File: src/hdl/t7c_pkg.sv
// Shared types, constants and helper functions for the type 7 password codec.
package t7c_pkg;

  localparam int KEY_TABLE_SIZE = 53;
  localparam int KEY_IDX_W      = $clog2(KEY_TABLE_SIZE);
  localparam int CFG_IDX_W      = 2;
  localparam int CFG_DATA_W     = 4;
  localparam int SEED_W         = 4;
  localparam int OUT_SLOTS      = 4;
  localparam int SLOT_IDX_W     = $clog2(OUT_SLOTS);
  localparam int SLOT_CNT_W     = $clog2(OUT_SLOTS + 1);

  localparam logic [CFG_IDX_W-1:0] REG_MODE = CFG_IDX_W'(0);
  localparam logic [CFG_IDX_W-1:0] REG_SEED = CFG_IDX_W'(1);

  localparam logic MODE_ENC = 1'b0;
  localparam logic MODE_DEC = 1'b1;

  localparam logic [7:0] KEY_TAB [KEY_TABLE_SIZE] = '{
    8'h64, 8'h73, 8'h66, 8'h64, 8'h3b, 8'h6b, 8'h66, 8'h6f,
    8'h41, 8'h2c, 8'h2e, 8'h69, 8'h79, 8'h65, 8'h77, 8'h72,
    8'h6b, 8'h6c, 8'h64, 8'h4a, 8'h4b, 8'h44, 8'h48, 8'h53,
    8'h55, 8'h42, 8'h73, 8'h67, 8'h76, 8'h63, 8'h61, 8'h36,
    8'h39, 8'h38, 8'h33, 8'h34, 8'h6e, 8'h63, 8'h78, 8'h76,
    8'h39, 8'h38, 8'h37, 8'h33, 8'h32, 8'h35, 8'h34, 8'h6b,
    8'h3b, 8'h66, 8'h67, 8'h38, 8'h37
  };

  typedef enum logic [1:0] {
    ITEM_ENC_SEED = 2'd0,
    ITEM_ENC      = 2'd1,
    ITEM_BYTE     = 2'd2
  } item_kind_t;

  typedef struct packed {
    logic              valid;
    item_kind_t        kind;
    logic [7:0]        opnd;
    logic              use_key;
    logic              last;
    logic              bad;
    logic [SEED_W-1:0] seed;
  } item_t;

  function automatic logic [KEY_IDX_W-1:0] idx_inc(input logic [KEY_IDX_W-1:0] i);
    logic [KEY_IDX_W-1:0] r;
    if (i == KEY_IDX_W'(KEY_TABLE_SIZE - 1)) begin
      r = '0;
    end else begin
      r = i + 1'b1;
    end
    return r;
  endfunction

  function automatic logic [7:0] hex_lower(input logic [3:0] v);
    logic [7:0] r;
    if (v < 4'd10) begin
      r = {4'h3, v};
    end else begin
      r = 8'h57 + {4'h0, v};
    end
    return r;
  endfunction

  // Bit 4 set means the character is not a hex digit.
  function automatic logic [4:0] hex_val(input logic [7:0] c);
    logic [4:0] r;
    if (c >= 8'h30 && c <= 8'h39) begin
      r = {1'b0, c[3:0]};
    end else if ((c >= 8'h61 && c <= 8'h66) || (c >= 8'h41 && c <= 8'h46)) begin
      r = {1'b0, 4'(c[3:0] + 4'd9)};
    end else begin
      r = 5'b10000;
    end
    return r;
  endfunction

endpackage

File: src/hdl/type7_password_codec.sv
// Top level of the type 7 password codec: streams password or hash text characters.
//
//   Channel  Direction  Handshake               Payload
//   in_      input      in_valid / in_ready     in_char, in_last
//   out_     output     out_valid / out_ready   out_char, out_last, bad_char
//   cfg_     input      cfg_we                  cfg_index, cfg_wdata
//
// Encode makes two output characters per input (four for the first of a string) and is
// bounded by the output port sending one character per cycle while out_ready is high;
// decode takes one per cycle while not stalled; each result waits on the key memory read.
// Reset is synchronous and active low; it returns encode mode, seed 0 and a fresh string.
// A stalled output keeps at most one accepted transaction waiting in the input stage.
module type7_password_codec import t7c_pkg::*; (
  input  logic                  clk,
  input  logic                  rst_n,
  input  logic                  cfg_we,
  input  logic [CFG_IDX_W-1:0]  cfg_index,
  input  logic [CFG_DATA_W-1:0] cfg_wdata,
  input  logic                  in_valid,
  output logic                  in_ready,
  input  logic [7:0]            in_char,
  input  logic                  in_last,
  output logic                  out_valid,
  input  logic                  out_ready,
  output logic [7:0]            out_char,
  output logic                  out_last,
  output logic                  bad_char
);

  item_t                item;
  logic                 item_take;
  logic                 key_rd_en;
  logic [KEY_IDX_W-1:0] key_rd_addr;
  logic [7:0]           key_q;

  t7c_parse u_parse (
    .clk         (clk),
    .rst_n       (rst_n),
    .cfg_we      (cfg_we),
    .cfg_index   (cfg_index),
    .cfg_wdata   (cfg_wdata),
    .in_valid    (in_valid),
    .in_ready    (in_ready),
    .in_char     (in_char),
    .in_last     (in_last),
    .item_o      (item),
    .item_take   (item_take),
    .key_rd_en   (key_rd_en),
    .key_rd_addr (key_rd_addr)
  );

  t7c_key_rom u_key_rom (
    .clk     (clk),
    .rd_en   (key_rd_en),
    .rd_addr (key_rd_addr),
    .rd_data (key_q)
  );

  t7c_emit u_emit (
    .clk       (clk),
    .rst_n     (rst_n),
    .item_i    (item),
    .key_q     (key_q),
    .item_take (item_take),
    .out_valid (out_valid),
    .out_ready (out_ready),
    .out_char  (out_char),
    .out_last  (out_last),
    .bad_char  (bad_char)
  );

endmodule

File: src/hdl/t7c_key_rom.sv
// Synchronous key table memory with a registered read port.
module t7c_key_rom import t7c_pkg::*; (
  input  logic                 clk,
  input  logic                 rd_en,
  input  logic [KEY_IDX_W-1:0] rd_addr,
  output logic [7:0]           rd_data
);

  logic [7:0] rom_q_r;

  always_ff @(posedge clk) begin
    if (rd_en) begin
      rom_q_r <= KEY_TAB[rd_addr];
    end
  end

  assign rd_data = rom_q_r;

endmodule

File: src/hdl/t7c_parse.sv
// Configuration registers, string state and the accepted-transaction stage.
module t7c_parse import t7c_pkg::*; (
  input  logic                  clk,
  input  logic                  rst_n,
  input  logic                  cfg_we,
  input  logic [CFG_IDX_W-1:0]  cfg_index,
  input  logic [CFG_DATA_W-1:0] cfg_wdata,
  input  logic                  in_valid,
  output logic                  in_ready,
  input  logic [7:0]            in_char,
  input  logic                  in_last,
  output item_t                 item_o,
  input  logic                  item_take,
  output logic                  key_rd_en,
  output logic [KEY_IDX_W-1:0]  key_rd_addr
);

  typedef enum logic [3:0] {
    PH_START = 4'b0001,
    PH_SEED2 = 4'b0010,
    PH_HIGH  = 4'b0100,
    PH_LOW   = 4'b1000
  } phase_t;

  logic                 mode_r;
  logic [SEED_W-1:0]    seed_r;
  logic [KEY_IDX_W-1:0] key_r, key_nxt;
  phase_t               phase_r, phase_nxt;
  logic [3:0]           held_r, held_nxt;
  logic                 pair_r, pair_nxt;
  logic                 failed_r, failed_nxt;
  item_t                item_r, item_nxt;
  logic [KEY_IDX_W-1:0] rd_idx;
  logic                 in_fire;
  logic                 is_dig;
  logic [4:0]           hv;
  logic [6:0]           seed_sum;
  logic                 err;

  assign in_ready = !item_r.valid || item_take;
  assign in_fire  = in_valid && in_ready;
  assign is_dig   = (in_char >= 8'h30) && (in_char <= 8'h39);
  assign hv       = hex_val(in_char);
  assign seed_sum = 7'({3'b000, held_r} * 7'd10) + {3'b000, in_char[3:0]};

  always_comb begin
    key_nxt    = key_r;
    phase_nxt  = phase_r;
    held_nxt   = held_r;
    pair_nxt   = pair_r;
    failed_nxt = failed_r;
    rd_idx     = key_r;
    err        = 1'b0;
    item_nxt   = '0;
    item_nxt.kind = ITEM_BYTE;
    item_nxt.last = in_last;
    item_nxt.seed = seed_r;
    item_nxt.opnd = in_char;
    if (mode_r == MODE_ENC) begin
      item_nxt.valid   = 1'b1;
      item_nxt.use_key = 1'b1;
      if (phase_r == PH_START) begin
        rd_idx        = KEY_IDX_W'(seed_r);
        item_nxt.kind = ITEM_ENC_SEED;
        phase_nxt     = PH_HIGH;
      end else begin
        item_nxt.kind = ITEM_ENC;
      end
      key_nxt = idx_inc(rd_idx);
    end else if (!failed_r) begin
      unique case (phase_r)
        PH_START: begin
          if (!is_dig) begin
            err = 1'b1;
          end else begin
            held_nxt  = in_char[3:0];
            phase_nxt = PH_SEED2;
          end
        end
        PH_SEED2: begin
          if (!is_dig) begin
            err = 1'b1;
          end else begin
            key_nxt   = (seed_sum >= 7'(KEY_TABLE_SIZE)) ?
                        KEY_IDX_W'(seed_sum - 7'(KEY_TABLE_SIZE)) : KEY_IDX_W'(seed_sum);
            phase_nxt = PH_HIGH;
          end
        end
        PH_HIGH: begin
          if (hv[4]) begin
            err = 1'b1;
          end else begin
            held_nxt  = hv[3:0];
            phase_nxt = PH_LOW;
            if (in_last && pair_r) begin
              item_nxt.valid   = 1'b1;
              item_nxt.use_key = 1'b1;
              item_nxt.opnd    = {4'h0, hv[3:0]};
              key_nxt          = idx_inc(key_r);
            end
          end
        end
        PH_LOW: begin
          if (hv[4]) begin
            err = 1'b1;
          end else begin
            item_nxt.valid   = 1'b1;
            item_nxt.use_key = 1'b1;
            item_nxt.opnd    = {held_r, hv[3:0]};
            key_nxt          = idx_inc(key_r);
            pair_nxt         = 1'b1;
            phase_nxt        = PH_HIGH;
          end
        end
        default: begin
          phase_nxt = PH_START;
        end
      endcase
      if (err) begin
        item_nxt.valid   = 1'b1;
        item_nxt.bad     = 1'b1;
        item_nxt.last    = 1'b1;
        item_nxt.opnd    = 8'h00;
        item_nxt.use_key = 1'b0;
        failed_nxt       = 1'b1;
      end
    end
    if (in_last) begin
      phase_nxt  = PH_START;
      pair_nxt   = 1'b0;
      failed_nxt = 1'b0;
    end
  end

  always_ff @(posedge clk) begin
    if (!rst_n) begin
      mode_r   <= MODE_ENC;
      seed_r   <= '0;
      key_r    <= '0;
      phase_r  <= PH_START;
      held_r   <= '0;
      pair_r   <= 1'b0;
      failed_r <= 1'b0;
      item_r   <= '0;
    end else begin
      if (cfg_we && cfg_index == REG_MODE) begin
        mode_r   <= cfg_wdata[0];
        phase_r  <= PH_START;
        pair_r   <= 1'b0;
        failed_r <= 1'b0;
      end else if (in_fire) begin
        key_r    <= key_nxt;
        phase_r  <= phase_nxt;
        held_r   <= held_nxt;
        pair_r   <= pair_nxt;
        failed_r <= failed_nxt;
      end
      if (cfg_we && cfg_index == REG_SEED) begin
        seed_r <= cfg_wdata[SEED_W-1:0];
      end
      if (in_fire) begin
        item_r <= item_nxt;
      end else if (item_take) begin
        item_r.valid <= 1'b0;
      end
    end
  end

  assign item_o      = item_r;
  assign key_rd_en   = in_fire;
  assign key_rd_addr = rd_idx;

endmodule

File: src/hdl/t7c_emit.sv
// Result builder and slot buffer; one character per cycle while out_ready.
module t7c_emit import t7c_pkg::*; (
  input  logic       clk,
  input  logic       rst_n,
  input  item_t      item_i,
  input  logic [7:0] key_q,
  output logic       item_take,
  output logic       out_valid,
  input  logic       out_ready,
  output logic [7:0] out_char,
  output logic       out_last,
  output logic       bad_char
);

  logic [7:0]            slot_char_r [OUT_SLOTS];
  logic                  slot_last_r [OUT_SLOTS];
  logic                  slot_bad_r  [OUT_SLOTS];
  logic [SLOT_CNT_W-1:0] cnt_r;
  logic [SLOT_IDX_W-1:0] head_r;

  logic [7:0]            ld_char [OUT_SLOTS];
  logic                  ld_last [OUT_SLOTS];
  logic                  ld_bad  [OUT_SLOTS];
  logic [SLOT_CNT_W-1:0] ld_cnt;
  logic [7:0]            x;
  logic                  seed_hi;
  logic [3:0]            seed_ones;
  logic                  can_load;
  logic                  out_fire;

  assign x         = item_i.opnd ^ (item_i.use_key ? key_q : 8'h00);
  assign seed_hi   = item_i.seed >= 4'd10;
  assign seed_ones = seed_hi ? 4'(item_i.seed - 4'd10) : item_i.seed;

  always_comb begin
    for (int i = 0; i < OUT_SLOTS; i++) begin
      ld_char[i] = 8'h00;
      ld_last[i] = 1'b0;
      ld_bad[i]  = 1'b0;
    end
    ld_cnt = '0;
    unique case (item_i.kind)
      ITEM_ENC_SEED: begin
        ld_char[0] = {7'b0011000, seed_hi};
        ld_char[1] = {4'h3, seed_ones};
        ld_char[2] = hex_lower(x[7:4]);
        ld_char[3] = hex_lower(x[3:0]);
        ld_last[3] = item_i.last;
        ld_cnt     = SLOT_CNT_W'(4);
      end
      ITEM_ENC: begin
        ld_char[0] = hex_lower(x[7:4]);
        ld_char[1] = hex_lower(x[3:0]);
        ld_last[1] = item_i.last;
        ld_cnt     = SLOT_CNT_W'(2);
      end
      ITEM_BYTE: begin
        ld_char[0] = x;
        ld_last[0] = item_i.last;
        ld_bad[0]  = item_i.bad;
        ld_cnt     = SLOT_CNT_W'(1);
      end
      default: begin
        ld_cnt = '0;
      end
    endcase
  end

  assign out_valid = cnt_r != '0;
  assign out_fire  = out_valid && out_ready;
  assign can_load  = (cnt_r == '0) || (cnt_r == SLOT_CNT_W'(1) && out_ready);
  assign item_take = item_i.valid && can_load;

  assign out_char = slot_char_r[head_r];
  assign out_last = slot_last_r[head_r];
  assign bad_char = slot_bad_r[head_r];

  always_ff @(posedge clk) begin
    if (!rst_n) begin
      cnt_r  <= '0;
      head_r <= '0;
    end else if (item_take) begin
      cnt_r  <= ld_cnt;
      head_r <= '0;
    end else if (out_fire) begin
      cnt_r  <= cnt_r - 1'b1;
      head_r <= head_r + 1'b1;
    end
  end

  always_ff @(posedge clk) begin
    if (item_take) begin
      for (int i = 0; i < OUT_SLOTS; i++) begin
        slot_char_r[i] <= ld_char[i];
        slot_last_r[i] <= ld_last[i];
        slot_bad_r[i]  <= ld_bad[i];
      end
    end
  end

endmodule
File: config.mk
export PLATFORM = sky130hd
export DESIGN_NAME = type7_password_codec
export DESIGN_NICKNAME = d
export VERILOG_FILES = /design/src/hdl/t7c_pkg.sv /design/src/hdl/type7_password_codec.sv /design/src/hdl/t7c_key_rom.sv /design/src/hdl/t7c_parse.sv /design/src/hdl/t7c_emit.sv
export SDC_FILE = /design/constraint.sdc
export NUM_CORES = 1
export LEC_CHECK = 0
export ABC_CLOCK_PERIOD_IN_PS = 5000
export BUFFER_PORTS_ARGS = -buffer_cell sky130_fd_sc_hd__buf_4
export CORE_ASPECT_RATIO = 0.8
export CORE_MARGIN = 2
export CORE_UTILIZATION = 60
export DETAILED_ROUTE_END_ITERATION = 8
export HOLD_SLACK_MARGIN = 0.03
export MAX_ROUTING_LAYER = met4
export PLACE_DENSITY = 0.78
export SYNTH_ARGS = -nofsm -noshare
export SYNTH_HDL_FRONTEND = slang
export SYNTH_SLANG_ARGS = --single-unit
File: constraint.sdc
create_clock -name clk -period 5 [get_ports clk]
set_clock_uncertainty 0.05 [all_clocks]
set_input_delay 1.5 -clock clk [delete_from_list [all_inputs] [get_ports clk]]
set_output_delay 1.5 -clock clk [all_outputs]
set_load 0.01 [all_outputs]
==> results of run 1 <==
## how the worst max path moves through the flow
| stage | depth (start not counted) | to | start |
|---|---|---|---|
| after CTS | 10 | u_parse.key_r[2] | in_char[1] |
| final | 10 | u_parse.key_r[0] | in_char[1] |
| after global routing | 10 | u_parse.key_r[2] | in_char[1] |
| after floorplan | 9 | u_parse.key_r[3] | in_char[1] |
| after detailed placement | 10 | u_parse.key_r[0] | in_char[1] |
| after global placement | 10 | u_parse.key_r[3] | in_char[1] |
## registers in the layout, summed over array words and instances (netlist names), 2 cells and up, named ones only
register and cells:
u_emit.cnt_r 3, u_emit.head_r 2, u_parse.seed_r 4, u_parse.key_r 6, u_emit.slot_last_r 3, u_parse.phase_r 4, u_key_rom.rd_data 7, u_emit.slot_char_r 29
u_parse.held_r 4, u_parse.item_o 18
## cells by family after synthesis
family	share of synthesized area, %
AND/OR/NAND/NOR	18.8
flip-flops	34.7
XOR/XNOR	4.15
AO/OA/AOI/OAI	26.6
buffers and inverters	4.80
adder cells (fa/ha/maj)	6.58
multiplexers	4.40
## power breakdown
part	leakage, µW	switching (µW)	internal (µW)
logic	0.00158	477	323
registers	0.000736	112	884
clock network	0.000152	285	422
## synth_stat cells, types with 3 or more instances
master     count  area, µm²
o211ai_1       7       52.6
edfxtp_1      40       1200
nor2b_1        7       43.8
a221oi_1       5       43.8
o21a_1         4       30.0
buf_1          3       11.3
o21ai_0       49        245
a31o_2         3       26.3
o31ai_1        9       67.6
or3_1          3       18.8
a22oi_1        4       30.0
ha_1          29        363
mux2i_1       10        100
or2_2          3       18.8
xnor2_1       16        140
nor3_1        11       55.1
mux4_2         7        158
a22o_1         3       26.3
a311oi_1       8       70.1
a41oi_1        4       35.0
and2_1         3       18.8
a211oi_1      13       97.6
and3_1         8       50.1
a21oi_1       56        280
dfxtp_1       46        921
or4_1          3       22.5
xor2_1        13        114
nand3_1       22        110
a21o_1         5       37.5
nor3b_1        5       37.5
nand2b_1       8       50.1
inv_1         33        124
nand3b_1       3       22.5
a2111oi_2      3       45.0
nand2_1       62        233
buf_2          7       35.0
nor2_1        72        270
a211o_1        3       26.3
and4b_1        3       30.0
a31oi_1       10       62.6
clkbuf_1      28        105
o21bai_1       3       22.5
o22ai_1       10       62.6
## layer usage
metal  global-route usage, %  vias to the layer above  routed length, µm
li1                        -                     2633                  -
met1                    43.0                     2713               7200
met2                    50.2                      301               7660
met3                    5.26                       33               1330
met4                    8.92                        0                267
met5                       -                        -                  0
## critical path, delay by kind of cell
family	cells	cell delay (ns)
compound gates	5	1.34
fa+ha+maj	2	0.66
buf+inv	2	0.20
xor+xnor	1	0.38
## final cells by class
cell class / instances / area [µm²]
clock buffer: 11 / 254
clock inverter: 5 / 63.8
fill: 815 / 3050
inverter: 33 / 124
multi-input combinational: 542 / 3700
sequential: 86 / 2120
tap: 136 / 170
timing repair buffer: 37 / 278
## per-stage QoR
step | instance area (µm²) | total power (µW) | hold slack [ns] | utilization, % | cells
floorplan | 6120 | 1540 | 0.382 | - | 701
global placement | 6400 | 1750 | 0.393 | 65.5 | 834
detailed placement | 6400 | 1780 | 0.394 | 65.5 | 834
CTS | 6720 | 2490 | 0.403 | 68.7 | 850
global route | 6720 | 2630 | 0.439 | 68.7 | 850
finish | 6720 | 2500 | 0.400 | 68.7 | 850
==> results.toml, run 1 <==
[cts]
cts_made_buffers = 9
cts_root_buf = "clkbuf_16"
clk_pin_slew_ns = 0.07
clk_latency_ns = 0.34
cts.repair.resized = 0
cts_hold_buf = 0
ctsLongestPathBuffers = 2
cts_tree = "done"
post_cts_buffers = 0
clock-sinks = 86
htreeDepth = 3

[yosys]
synthArstFlopShare_pct = 0
ys.flop_type = "dfxtp_1"
netlist_area_um2 = 6120
synth_nets = 752
yosys_warnings = 0
synth-edff-count = 40
synth_cell_types = 87
synth-seq-area-share_pct = 34.7
syn_avg_cell_area_um2 = 8.73
synth.ff_latch_count = 86
syn-instance-count = 701

[pwr]
p_per_area_nw_per_um2 = 373
peakVddDrop_uv = 190
p_leak_uw = 0.00247

[die]
die_height_um = 94.3
initial_core_util_pct = 62.6
fp.coreArea_um2 = 9770
io_pins = 32
die_area_um2 = 11000
die_width_um = 117
row_count = 32

[status]
status = "finished, final reports clean"

[worst_setup_path]
r2r-end = "u_key_rom.rd_data[0]"
critPathLaunchType = "primary input"
cpMaxStageDelayCell = "a41oi_1"
worstPathArrival_ns = 4.09
worst-path-max-fanout = 8
r2r-start = "u_parse.mode_r"
critPathKind = "primary input to flip-flop"
end_kind = "flip-flop"
reg2reg_slack_ns = 1.22
max_stage_delay_ns = 0.55
worst-r2r-cell-count = 10
cp.required_ns = 5.20
crit_chain = "buf_4 -> ha_1 -> inv_1 -> fa_1 -> xor2_1 -> o221ai_1 -> a41oi_1 -> o21a_1 -> o21ai_0 -> a311oi_1"

[cells_and_area]
drive_gt1_share_pct = 12.5
final_common_cell = "nor2_1"
synthToLayoutAreaGrowth_pct = 9.73
layout_common_cells = "72 x nor2_1, 62 x nand2_1, 56 x a21oi_1, 49 x o21ai_0, 46 x dfxtp_1"
antenna_cells = 0
nets = 760

[placement]
hpwl_mm = 11.8
io_buffers = 31
gp_congestion = 0.990
dpl_worst_slack_ns = 0.849

[flow_run]
cap_viol_max_count = 0

[sta]
hold_viol = 0
setup_viol = 0
timing.final.crit_share_pct = 77.8
slew-limit-headroom_pct = 20.5
fin_ws_ns = 1.11
tightestPinTransition_ns = 1.19
fmax_mhz = 257
maxSlewViolCount = 0
rsz0062_at_grt = "no"
period_minus_slack_ns = 3.89
fin_tns_setup_ns = 0

[routing]
drc = 0
wl_mm = 16.5
via_per_inst = 6.68
drtAntennaViolNets = 0
dr.first_iter.drc_count = 666
wl_per_cell_um = 19.4
vias = 5680
firstDrtPassIters = 6

[grt]
grt_max_degree = 34
grt_pass1_wl_mm = 26.6
grt.total_usage_pct = 31.9
first_global_vias = 5369
antenna_found_initial = 0
grt_overflow_total = 0

[hold_path]
hold_path.class = "flip-flop to flip-flop"
holdPathEnd = "u_parse.item_o[4]"
whs_path_depth = 2
min_from = "u_parse.item_o[4]"
(Power assumes the default switching activity.)
==> inputs of run 2 (changes only) <==
- ABC_AREA: unset -> 1
- ABC_CLOCK_PERIOD_IN_PS: 5000 -> 3500
- CORE_UTILIZATION: 60 -> 56
- PLACE_DENSITY: 0.78 -> 0.77
- clock period: 5 -> 3.5 ns (I/O delays scaled with it)
==> run 2 against run 1 <==
Combinational power is 120% higher. Wire length is 6.8% lower. Register-to-register slack lost 0.63 ns. First-iteration DRC count decreased by 30%. Worst setup slack got worse by 0.73 ns. Cell count grew 19%.
==> results.toml, run 2 <==
[worst_setup_path]
crit_chain = "buf_4 -> ha_1 -> inv_1 -> fa_1 -> inv_1 -> o21ai_0 -> nand2_1 -> nor2_1 -> nor2_1 -> nand2_1 -> nand2_1 -> a21oi_1 -> o21ai_0 -> nand2_1 -> a21oi_1"
max_stage_delay_ns = 0.59
cp-endpoint = "u_parse.key_r[1]"
end_kind = "flip-flop"
cp_top_family = "adder cells"
r2r-start = "u_parse.phase_r[0]"
cp.required_ns = 3.69
worstPathArrival_ns = 3.31
worst-path-max-fanout = 8
cp_num_cells = 15
reg2reg_slack_ns = 0.59
r2r-end = "u_key_rom.rd_data[2]"
cpMostUsedCell = "nand2_1"
setup.worst_path.start = "in_char[1]"
critPathLaunchType = "primary input"
critPathKind = "primary input to flip-flop"
worst-r2r-cell-count = 15
path_buf_inv = 3
cpMaxStageDelayCell = "fa_1"

[cells_and_area]
finish.instance_area_um2 = 6580
nets = 919
synthToLayoutAreaGrowth_pct = 11.1
drive_gt1_share_pct = 9.85
regMostFlops = "u_emit.slot_char_r"
final_common_cell = "nand2_1"
layout_common_cells = "200 x nand2_1, 98 x inv_1, 95 x nor2_1, 72 x o21ai_0, 58 x nand3_1"
nFillCells = 926
largest_reg_flops = 29
antenna_cells = 0
multi_input_area_um2 = 3290
seqCellArea_um2 = 2120

[cts]
cts_root_buf = "clkbuf_16"
clk_latency_ns = 0.34
htreeDepth = 3
clock-sinks = 86
cts.repair.resized = 0
post_cts_buffers = 0
cts_made_buffers = 9
cts_hold_buf = 0
clk_pin_slew_ns = 0.07
cts_tree = "done"
ctsLongestPathBuffers = 2

[die]
die_area_um2 = 11400
io_pins = 32
row_count = 33
die_height_um = 96.0
fp.coreArea_um2 = 10300
die_width_um = 119
initial_core_util_pct = 57.6

[sta]
tightestPinTransition_ns = 0.581
maxSlewViolCount = 0
rsz0062_at_grt = "no"
timing.final.crit_share_pct = 89.4
fin_tns_setup_ns = 0
setup_viol = 0
slew-limit-headroom_pct = 61.3
hold_viol = 0
period_minus_slack_ns = 3.13
fmax_mhz = 320

[routing]
wl_per_cell_um = 15.1
firstDrtPassIters = 5
dr.first_iter.drc_count = 469
drc = 0
vias = 5813
wl_mm = 15.3
drtAntennaViolNets = 0
via_per_inst = 5.74

[grt]
grt_overflow_total = 0
grt.total_usage_pct = 28.5
first_global_vias = 5292
grt_pass1_wl_mm = 25.2
grt_max_degree = 37
antenna_found_initial = 0

[yosys]
synth-edff-count = 40
synth.most_common_cell = "nand2_1"
ys.flop_type = "dfxtp_1"
netlist_area_um2 = 5920
synth-seq-area-share_pct = 35.8
synth.ff_latch_count = 86
yosys_warnings = 0
synth_nets = 890
syn-instance-count = 839
yosysTopAreaCellShare_pct = 20.3
synth.largest_area_cell = "edfxtp_1"
synth_area_leaders = "edfxtp_1 20%, dfxtp_1 16%, nand2_1 13%"
synthArstFlopShare_pct = 0
ys_top_cells_by_count = "200 x nand2_1, 98 x inv_1, 95 x nor2_1"
synth_cell_types = 46
syn_avg_cell_area_um2 = 7.06

[placement]
dpl_cell_area_um2 = 6280
hpwl_mm = 11.4
io_buffers = 31
gp_congestion = 0.998

[status]
status = "finished, final reports clean"

[pwr]
p_leak_uw = 0.00304
pwr-share-seq_pct = 34.8
swShare_pct = 41.8
cellInternalPower_uw = 2400
p_per_area_nw_per_um2 = 628
pwr-share-clk_pct = 23.1
peakVddDrop_uv = 326
p_sw_uw = 1730
combPwrFrac_pct = 42.1

[hold_path]
hold_path.class = "flip-flop to flip-flop"

[flow_run]
cap_viol_max_count = 0
==> run 2: cell types whose count changed after synthesis, moves of 10 or more <==
cell      change
nand3_1      +36
a211oi_1     -12
xnor2_1      -11
nand2_1     +138
mux2i_1      -10
clkbuf_1     -15
o21ai_0      +23
nor2_1       +23
inv_1        +65
==> run 2: worst register-to-register path, stage by stage, from the launching register on <==
cell and delay, ns:
dfxtp_1 0.36, inv_1 0.07, nor2_2 0.12, nand2_4 0.18
o21ai_2 0.28, nand2_1 0.10, nand2_1 0.17, inv_1 0.20
ha_1 0.47, inv_1 0.13, nand2_1 0.10, a21oi_1 0.07
o21ai_1 0.15, nand2_1 0.09, nand2_1 0.08, inv_1 0.05
==> run 2: kinds of logic after synthesis <==
family | share of synthesized area [%]
xor gates and xnor gates | 2.66
adders and majority gates | 6.80
and+or+nand+nor | 28.5
AOI/OAI and AO/OA | 17.6
DFF | 35.8
buffers and inverters | 8.62
==> run 2: power groups by stage <==
stage          Clock (µW)  Sequential [µW]  Combinational (µW)
2_1_floorplan           0             1410                1270
3_3_place_gp            0             1450                1640
3_5_place_dp            0             1460                1690
4_1_cts               966             1430                1710
5_1_grt              1010             1460                1930
6_report              955             1440                1740
==> run 2: worst min path at each step <==
stage	start	to	slack (ns)	cells past startpoint
2_1_floorplan	u_parse.pair_r	u_parse.pair_r	0.38	2
3_3_place_gp	u_parse.pair_r	u_parse.pair_r	0.40	2
3_5_place_dp	u_parse.pair_r	u_parse.pair_r	0.42	2
4_1_cts	u_parse.pair_r	u_parse.pair_r	0.43	2
5_1_grt	u_emit.cnt_r[1]	u_emit.cnt_r[1]	0.45	2
6_report	u_parse.pair_r	u_parse.pair_r	0.43	2
==> run 2: area by class of cell <==
class,count,share of cell area (%)
clock inverter,7,1.12
sequential,86,32.3
inverter,107,6.10
multi-input combinational,625,50.0
timing repair buffer,39,4.45
tap,140,2.66
clock buffer,9,3.42
==> run 2: layer usage <==
layer / track usage [%] / part of all wire (%) / vias up
met2: 46.4 / 46 / 233
met1: 37.2 / 46 / 2703
met5: - / 0 / -
li1: - / - / 2854
met3: 4.56 / 6.5 / 23
met4: 8.43 / 1.6 / 0
==> run 2: metrics by stage <==
| step | setup slack, ns | hold slack, ns | util (%) | std cells | total power (µW) |
|---|---|---|---|---|---|
| after CTS | 0.413 | 0.429 | 64.0 | 1013 | 4110 |
| after floorplan | 0.487 | 0.380 | - | 839 | 2680 |
| after global routing | 0.0994 | 0.454 | 64.0 | 1013 | 4400 |
| after global placement | 0.180 | 0.398 | 61.1 | 997 | 3090 |
| final | 0.373 | 0.431 | 64.0 | 1013 | 4130 |
| after detailed placement | 0.0759 | 0.419 | 61.1 | 997 | 3140 |
==> inputs of run 3 (changes only) <==
- PLACE_DENSITY: 0.77 -> 0.73
==> run 3 against run 2 <==
Global-route usage decreased by 0.51 points. Design area unchanged. Maximum frequency is 1.1% lower. Sequential cell count unchanged. Wire length fell by 1.9%. Combinational power barely moved. Cell count is essentially flat. First-iteration DRC count down 5.5%. Non-clock buffer count fell by 1. Register-to-register slack worse by 0.06 ns.
==> results.toml, run 3 (synthesis results as in run 2) <==
[cells_and_area]
antenna_cells = 0
nets = 918
synthToLayoutAreaGrowth_pct = 11.1
layout_common_cells = "200 x nand2_1, 98 x inv_1, 95 x nor2_1, 72 x o21ai_0, 58 x nand3_1"
final_util_pct = 64.0
final_common_cell = "nand2_1"
nFillCells = 924
drive_gt1_share_pct = 9.75
multi_input_area_um2 = 3290
seqCellArea_um2 = 2120
largest_reg_flops = 29
regMostFlops = "u_emit.slot_char_r"

[placement]
hpwl_mm = 11.2
gp_congestion = 0.923
io_buffers = 31
dpl_worst_slack_ns = 0.0765

[routing]
drtAntennaViolNets = 0
dr.first_iter.drc_count = 443
via_per_inst = 5.64
vias = 5710
wl_mm = 15.1
firstDrtPassIters = 5
wl_per_cell_um = 14.9
drc = 0

[sta]
tightestPinTransition_ns = 0.615
whs_ns = 0.414
rsz0062_at_grt = "no"
slew-limit-headroom_pct = 59.0
fin_tns_setup_ns = 0
timing.final.crit_share_pct = 90.4
period_minus_slack_ns = 3.16
maxSlewViolCount = 0
setup_viol = 0
fin_ws_ns = 0.337
hold_viol = 0
fmax_mhz = 316

[worst_setup_path]
cpMostUsedCell = "nand2_1"
critPathLaunchType = "primary input"
worst-path-max-fanout = 8
worstPathArrival_ns = 3.34
crit_chain = "buf_4 -> ha_1 -> inv_1 -> fa_1 -> inv_1 -> o21ai_0 -> nand2_1 -> nor2_1 -> nor2_1 -> nand2_1 -> nand2_1 -> nand2_1 -> nand2_1 -> nand2_1 -> nand2_1 -> nand2_1 -> a21oi_1"
max_stage_delay_ns = 0.59
end_kind = "flip-flop"
critPathKind = "primary input to flip-flop"
cp.required_ns = 3.68
cpMaxStageDelayCell = "fa_1"

[pwr]
swShare_pct = 40.5
combPwrFrac_pct = 41.4
cellInternalPower_uw = 2450
pwr-share-seq_pct = 34.7
p_per_area_nw_per_um2 = 627
pwr-share-clk_pct = 23.9
p_leak_uw = 0.00304
p_sw_uw = 1670
peakVddDrop_uv = 333

[grt]
gr-usage-met3_pct = 4.44
grt_max_degree = 37
antenna_found_initial = 0
gr-usage-met1_pct = 37.0
grt.total_usage_pct = 28.0
grt_pass1_wl_mm = 25.1
grt_overflow_total = 0
busiest_layer = "met2"
met2_usage_pct = 44.4
first_global_vias = 5290

[hold_path]
hold_path.class = "flip-flop to flip-flop"

[cts]
clk_pin_slew_ns = 0.07
cts_made_buffers = 9
ctsLongestPathBuffers = 2
cts_hold_buf = 0
cts_root_buf = "clkbuf_16"
htreeDepth = 3
cts.repair.resized = 0
clock-sinks = 86
post_cts_buffers = 0
clk_latency_ns = 0.34
cts_tree = "done"

[die]
io_pins = 32
row_count = 33
fp.coreArea_um2 = 10300
initial_core_util_pct = 57.6
die_width_um = 119
die_area_um2 = 11400
die_height_um = 96.0

[flow_run]
cap_viol_max_count = 0

[status]
status = "finished, final reports clean"
-- run 3: final timing paths --
path	start	slack (ns)	endpoint	cells past startpoint
setup reg to reg	u_parse.phase_r[0]	0.53	u_key_rom.rd_data[0]	16
setup / recovery	in_char[1]	0.34	u_parse.key_r[5]	17
hold / removal	u_parse.pair_r	0.41	u_parse.pair_r	2
hold reg to reg	u_parse.pair_r	0.41	u_parse.pair_r	2
-- run 3: critical path, delay by kind of cell --
kind,cells,cell delay [ns]
fa+ha+maj,2,0.82
simple gates,10,0.97
compound gates,2,0.20
buf+inv,3,0.29
-- run 3: power groups by stage --
stage	Combinational (µW)	Sequential (µW)	Clock [µW]
after floorplan	1270	1410	0
after global placement	1650	1440	0
after detailed placement	1680	1450	0
after CTS	1690	1430	991
after global routing	1930	1450	1030
final	1710	1430	985
-- run 3: metrics by stage --
step / total power, µW / instances / cell area (µm²)
floorplan: 2680 / 839 / 5920
global placement: 3090 / 996 / 6270
detailed placement: 3130 / 996 / 6270
CTS: 4110 / 1012 / 6580
global route: 4410 / 1012 / 6580
finish: 4130 / 1012 / 6580
-- run 3: layer usage --
layer | vias to the layer above | wire, µm
li1 | 2842 | -
met1 | 2643 | 7050
met2 | 204 | 6860
met3 | 21 | 947
met4 | 0 | 204
met5 | - | 0
-- run 3: cell type report --
cell class                 count  area share [%]
timing repair buffer          38            4.34
sequential                    86            32.3
tap                          140            2.66
clock inverter                 7            1.24
inverter                     107            6.10
multi-input combinational    625            50.0
clock buffer                   9            3.42
